--- config.mk ---
export PLATFORM = sky130hd
export DESIGN_NAME = sm4_key_sched
export DESIGN_NICKNAME = d
export VERILOG_FILES = /design/src/design/sm4_pkg.sv /design/src/design/sm4_key_sched.sv
export SDC_FILE = /design/constraint.sdc
export NUM_CORES = 2
export LEC_CHECK = 0
export ABC_AREA = 1
export BUFFER_PORTS_ARGS = -buffer_cell sky130_fd_sc_hd__buf_2
export CAP_MARGIN = 15
export CELL_PAD_IN_SITES_DETAIL_PLACEMENT = 0
export CELL_PAD_IN_SITES_GLOBAL_PLACEMENT = 1
export CORE_AREA = 5 5 418 420
export DETAILED_ROUTE_END_ITERATION = 6
export DIE_AREA = 0 0 423 425
export PLACE_DENSITY_LB_ADDON = 0.1
export RECOVER_POWER = 50
export SLEW_MARGIN = 15
export SYNTH_ARGS = -nofsm -noshare
export SYNTH_HDL_FRONTEND = slang
export SYNTH_SLANG_ARGS = --single-unit
--- constraint.sdc ---
create_clock -name clk -period 15.5 [get_ports clk]
set_input_delay 3.1 -clock clk [delete_from_list [all_inputs] [get_ports clk]]
set_output_delay 3.1 -clock clk [all_outputs]
set_load 0.005 [all_outputs]
--- src/design/sm4_pkg.sv ---
// Shared constants and functions for the SM4 block cipher.
// Holds the S-box, the family key FK and the tau and linear transforms.
// No dependencies.
package sm4_pkg;

  localparam int ROUNDS_DEF = 32;
  localparam int BLOCK_W = 128;
  localparam int HALF_W = 64;
  localparam int WORD_W = 32;

  typedef logic [WORD_W-1:0] word_t;

  // Configuration register indexes.
  localparam logic REG_KEY_HIGH = 1'b0;
  localparam logic REG_KEY_LOW = 1'b1;

  localparam word_t FK [4] = '{32'hA3B1BAC6, 32'h56AA3350, 32'h677D9197, 32'hB27022DC};

  localparam logic [7:0] SBOX [256] = '{
    8'hD6, 8'h90, 8'hE9, 8'hFE, 8'hCC, 8'hE1, 8'h3D, 8'hB7,
    8'h16, 8'hB6, 8'h14, 8'hC2, 8'h28, 8'hFB, 8'h2C, 8'h05,
    8'h2B, 8'h67, 8'h9A, 8'h76, 8'h2A, 8'hBE, 8'h04, 8'hC3,
    8'hAA, 8'h44, 8'h13, 8'h26, 8'h49, 8'h86, 8'h06, 8'h99,
    8'h9C, 8'h42, 8'h50, 8'hF4, 8'h91, 8'hEF, 8'h98, 8'h7A,
    8'h33, 8'h54, 8'h0B, 8'h43, 8'hED, 8'hCF, 8'hAC, 8'h62,
    8'hE4, 8'hB3, 8'h1C, 8'hA9, 8'hC9, 8'h08, 8'hE8, 8'h95,
    8'h80, 8'hDF, 8'h94, 8'hFA, 8'h75, 8'h8F, 8'h3F, 8'hA6,
    8'h47, 8'h07, 8'hA7, 8'hFC, 8'hF3, 8'h73, 8'h17, 8'hBA,
    8'h83, 8'h59, 8'h3C, 8'h19, 8'hE6, 8'h85, 8'h4F, 8'hA8,
    8'h68, 8'h6B, 8'h81, 8'hB2, 8'h71, 8'h64, 8'hDA, 8'h8B,
    8'hF8, 8'hEB, 8'h0F, 8'h4B, 8'h70, 8'h56, 8'h9D, 8'h35,
    8'h1E, 8'h24, 8'h0E, 8'h5E, 8'h63, 8'h58, 8'hD1, 8'hA2,
    8'h25, 8'h22, 8'h7C, 8'h3B, 8'h01, 8'h21, 8'h78, 8'h87,
    8'hD4, 8'h00, 8'h46, 8'h57, 8'h9F, 8'hD3, 8'h27, 8'h52,
    8'h4C, 8'h36, 8'h02, 8'hE7, 8'hA0, 8'hC4, 8'hC8, 8'h9E,
    8'hEA, 8'hBF, 8'h8A, 8'hD2, 8'h40, 8'hC7, 8'h38, 8'hB5,
    8'hA3, 8'hF7, 8'hF2, 8'hCE, 8'hF9, 8'h61, 8'h15, 8'hA1,
    8'hE0, 8'hAE, 8'h5D, 8'hA4, 8'h9B, 8'h34, 8'h1A, 8'h55,
    8'hAD, 8'h93, 8'h32, 8'h30, 8'hF5, 8'h8C, 8'hB1, 8'hE3,
    8'h1D, 8'hF6, 8'hE2, 8'h2E, 8'h82, 8'h66, 8'hCA, 8'h60,
    8'hC0, 8'h29, 8'h23, 8'hAB, 8'h0D, 8'h53, 8'h4E, 8'h6F,
    8'hD5, 8'hDB, 8'h37, 8'h45, 8'hDE, 8'hFD, 8'h8E, 8'h2F,
    8'h03, 8'hFF, 8'h6A, 8'h72, 8'h6D, 8'h6C, 8'h5B, 8'h51,
    8'h8D, 8'h1B, 8'hAF, 8'h92, 8'hBB, 8'hDD, 8'hBC, 8'h7F,
    8'h11, 8'hD9, 8'h5C, 8'h41, 8'h1F, 8'h10, 8'h5A, 8'hD8,
    8'h0A, 8'hC1, 8'h31, 8'h88, 8'hA5, 8'hCD, 8'h7B, 8'hBD,
    8'h2D, 8'h74, 8'hD0, 8'h12, 8'hB8, 8'hE5, 8'hB4, 8'hB0,
    8'h89, 8'h69, 8'h97, 8'h4A, 8'h0C, 8'h96, 8'h77, 8'h7E,
    8'h65, 8'hB9, 8'hF1, 8'h09, 8'hC5, 8'h6E, 8'hC6, 8'h84,
    8'h18, 8'hF0, 8'h7D, 8'hEC, 8'h3A, 8'hDC, 8'h4D, 8'h20,
    8'h79, 8'hEE, 8'h5F, 8'h3E, 8'hD7, 8'hCB, 8'h39, 8'h48
  };

  // Byte j of constant key word i is (4*i + j) * 7 modulo 256.
  function automatic word_t ck_word(logic [7:0] idx);
    logic [7:0] b0, b1, b2, b3;
    b0 = 8'(({idx[5:0], 2'b00} + 8'd0) * 8'd7);
    b1 = 8'(({idx[5:0], 2'b00} + 8'd1) * 8'd7);
    b2 = 8'(({idx[5:0], 2'b00} + 8'd2) * 8'd7);
    b3 = 8'(({idx[5:0], 2'b00} + 8'd3) * 8'd7);
    return {b0, b1, b2, b3};
  endfunction

  function automatic word_t tau(word_t a);
    return {SBOX[a[31:24]], SBOX[a[23:16]], SBOX[a[15:8]], SBOX[a[7:0]]};
  endfunction

  // Data path linear transform L.
  function automatic word_t l_data(word_t t);
    return t ^ {t[29:0], t[31:30]} ^ {t[21:0], t[31:22]}
             ^ {t[13:0], t[31:14]} ^ {t[7:0], t[31:8]};
  endfunction

  // Key schedule linear transform L'.
  function automatic word_t l_key(word_t t);
    return t ^ {t[18:0], t[31:19]} ^ {t[8:0], t[31:9]};
  endfunction

endpackage

--- src/design/sm4_key_sched.sv ---
// Key registers and the iterative SM4 key schedule.
// One round key is produced per cycle and held in a bank of flip-flops.
// Depends on sm4_pkg.
module sm4_key_sched #(
  parameter int ROUNDS = sm4_pkg::ROUNDS_DEF
) (
  input  logic                       clk,
  input  logic                       rst,
  input  logic                       cfg_we,
  input  logic                       cfg_index,
  input  logic [sm4_pkg::HALF_W-1:0] cfg_data,
  output logic                       keys_ready,
  output sm4_pkg::word_t             round_keys [ROUNDS]
);

  localparam int IDX_W = $clog2(ROUNDS);
  localparam logic [IDX_W-1:0] LAST = IDX_W'(ROUNDS - 1);

  logic [sm4_pkg::HALF_W-1:0]  key_high;
  logic [sm4_pkg::HALF_W-1:0]  key_low;
  logic                        busy;
  logic [IDX_W-1:0]            count;
  logic [sm4_pkg::BLOCK_W-1:0] kw;
  sm4_pkg::word_t              t;
  sm4_pkg::word_t              k_new;

  always_comb begin
    t = kw[95:64] ^ kw[63:32] ^ kw[31:0] ^ sm4_pkg::ck_word(8'(count));
    k_new = kw[127:96] ^ sm4_pkg::l_key(sm4_pkg::tau(t));
  end

  always_ff @(posedge clk) begin
    if (rst) begin
      key_high <= '0;
      key_low <= '0;
      keys_ready <= 1'b0;
      busy <= 1'b0;
      count <= '0;
    end else if (cfg_we) begin
      // Any key write invalidates the schedule; expansion restarts afterwards.
      if (cfg_index == sm4_pkg::REG_KEY_HIGH) key_high <= cfg_data;
      if (cfg_index == sm4_pkg::REG_KEY_LOW) key_low <= cfg_data;
      keys_ready <= 1'b0;
      busy <= 1'b0;
    end else if (!keys_ready && !busy) begin
      busy <= 1'b1;
      count <= '0;
    end else if (busy) begin
      count <= count + 1'b1;
      if (count == LAST) begin
        busy <= 1'b0;
        keys_ready <= 1'b1;
      end
    end
  end

  always_ff @(posedge clk) begin
    if (!cfg_we && !keys_ready && !busy) begin
      kw <= {key_high, key_low} ^ {sm4_pkg::FK[0], sm4_pkg::FK[1], sm4_pkg::FK[2], sm4_pkg::FK[3]};
    end else if (busy) begin
      kw <= {kw[95:0], k_new};
      round_keys[count] <= k_new;
    end
  end

`ifndef SYNTHESIS
  a_write_clears: assert property (@(posedge clk) disable iff (rst)
    cfg_we |=> !keys_ready) else $error("key write did not clear keys_ready");
  a_busy_not_ready: assert property (@(posedge clk) disable iff (rst)
    busy |-> !keys_ready) else $error("keys_ready set during expansion");
  a_last_done: assert property (@(posedge clk) disable iff (rst)
    busy && count == LAST && !cfg_we |=> keys_ready && !busy)
    else $error("expansion did not finish after the last round");
`endif

endmodule

==> summary.txt <==
Synthesis
  – Cell taking the most area after synthesis: edfxtp_1
  – Mapped Cells: 5495
  – Syn avg cell area: 10.31 um2
  – Synth top area share: 0.6106
  – Most area-consuming cells after synthesis: edfxtp_1 (61%), nand2_1 (11%), nand3_1 (8.0%), dfxtp_1 (4.8%), nor2_1 (2.9%)
  – Most frequent cell after synthesis: nand2_1
  – Count of cell types in the netlist: 44
  – Syn Nets: 5614
  – EDFF count, synth: 1152
  – Seq/Total Area, Yosys: 0.6583
  – Fraction of registers with async set/reset: 0
  – Mapped Area: 56660 um2
  – Ys Warns: 0
  – Synth cell count leaders: nand2_1 (1642), edfxtp_1 (1152), nand3_1 (905)
  – Synth Flop Type: edfxtp_1
  – FF+latch count, synth: 1287

Critical path
  – Crit Path Category: in -> reg
  – CP required: 15.79 ns
  – Crit start category: input port
  – Crit end category: flop
  – Crit Path Max Fanout: 65
  – Crit path DAT: 8.15 ns

Global route
  – Grt ovf: 0
  – First-pass GRT wire length: 373.3 mm
  – Vias in the first global route: 44.71k
  – Initial antenna violation count: 22
  – Total track usage: 0.2944
  – Pin count of the biggest net entering global routing: 95

Floorplanning
  – Die height: 425 um
  – Die extent in x: 423 um
  – Top Ports: 1093
  – DIE AREA: 179800 um2
  – Initial Util: 0.3321
  – Core Region: 170600 um2
  – # rows: 152

Timing
  – Tightest Pin Transition: 4.106 ns
  – FMAX: 0.1272 GHz
  – Final Skew: 0.04890 ns
  – Fin crit share: 0.5073
  – RSZ-0062 raised after global routing: false
  – Final TNS setup: 0 ns
  – Final hold violation count: 0
  – Fin worst setup slack: 7.638 ns
  – Final setup fails: 0
  – Max-slew headroom: -1.737
  – Slew Viols, Final: 1440
  – Post-layout minimum cycle time: 7.862 ns

Clocking
  – Worst skew pair latency: 0.81 ns
  – Num Clock Sinks: 1287
  – Root buf cell: clkbuf_16
  – CTS resizes: 0
  – Hold buffer count at cts: 0
  – Total setup buffers inserted after CTS: 0
  – H-tree levels: 4
  – Worst-path clk slew: 0.06 ns
  – TritonCTS clock tree: yes
  – CTS buffer count: 141
  – Clk buf depth: 3

Detailed routing
  – Wire per inst: 30.81 um
  – Post-DRT Antenna Nets: 0
  – DRC: 0
  – 1st-iter DRT viols: 5190
  – Routed via count: 47.91k
  – DRT Pass-1 Iters: 6
  – Drt via density: 5.358
  – DRT Wirelength: 275.5 mm

Status
  – Failing checks: capacitance limit, slew limit
  – Outcome: finished, violations left

Layout
  – Nets: 6697
  – Area Growth Syn to Fin: 20.76%
  – Final Non-Filler Cells: 8942
  – # fillers: 17.20k
  – Layout cells sized above 1: 0.1750
  – Final core area utilization: 0.4011

Place
  – Place WS: 9.033 ns
  – DP HPWL: 193.2 mm
  – Gpl congestion: 0.9725
  – Placed cell count: 8667
  – # port buffers: 1092

Flow run
  – Max-Cap Viols: 54

Min path
  – Worst hold path class: reg -> reg
==> sequential cells by signal, indices dropped and copies added, names as in the netlist <==
name and cells:
keys_ready 1, busy 1, key_high 64, key_low 64, count 5, round_keys 1024, kw 128
==> cell families (layout without fill, tap and decap cells) <==
family,after synthesis,count (layout),share of synthesized area
and+or+nand+nor,3172,3172,0.2416
other,0,18,0
adders and majority gates,51,51,0.01219
xor gates and xnor gates,56,56,0.009319
DFF,1287,1287,0.6583
AOI/OAI and AO/OA,411,411,0.03754
buffers and inverters,518,1714,0.04105
==> through the flow <==
stage | cell area [um2] | hold slack, ns
floorplan | 56660 | 0.4472
global placement | 64660 | 0.4562
detailed placement | 64660 | 0.4659
CTS | 69160 | 0.4797
global route | 68400 | 0.5071
finish | 68420 | 0.4750
==> layout make-up <==
class	count	area (um2)	area share
tap	2233	2794	0.04084
inverter	275	1040	0.01520
antenna	18	45.04	0.0006584
clock inverter	67	689.4	0.01008
timing repair buffer	1183	5549	0.08111
multi-input combinational	3690	17190	0.2513
clock buffer	189	3814	0.05574
sequential	1287	37300	0.5451
==> cells in the final DEF, fill, tap and decap left out, types with 7 or more instances in the layout <==
cell and instances:
a21oi_1 87, and2_1 7, and2_2 15, buf_2 720, buf_4 49, clkbuf_1 455, clkbuf_16 145, clkinv_1 31
clkinv_2 15, dfxtp_1 135, diode_2 18, edfxtp_1 1152, fa_1 7, ha_1 44, inv_1 229, inv_2 36
nand2_1 1636, nand2_2 66, nand2_4 10, nand3_1 905, nand3_2 20, nand3b_1 11, nand4_1 17, nor2_1 429
nor2_2 13, nor2_4 15, o211ai_1 18, o21ai_0 265, o21ai_1 30, or2_2 16, xnor2_1 30, xor2_1 17
==> path summary, 6_finish.rpt <==
path / start / end / slack (ns) / depth (start not counted)
worst min register to register: key_low[9] / key_low[9] / 0.47 / 2
worst max-delay path: cfg_we / kw[50] / 7.64 / 3
worst max register to register: count[0] / round_keys[247] / 7.96 / 23
worst min-delay path: key_low[9] / key_low[9] / 0.47 / 2
==> routing by layer <==
layer  global-route usage  part of all wire  wire (um)
met1               0.3790              0.40     109900
met2               0.4953              0.48     132600
met3              0.04674             0.070      19170
met4               0.1238             0.050      13820
met5                    0                 0          0
==> worst max-delay path, cell delays in order <==
cell and delay, ns:
clkbuf_1 0.13, o21ai_0 2.04, clkbuf_1 2.82
Power is not shown: default switching activity piles up to over one toggle a cycle in this logic, so the estimate is an artifact.
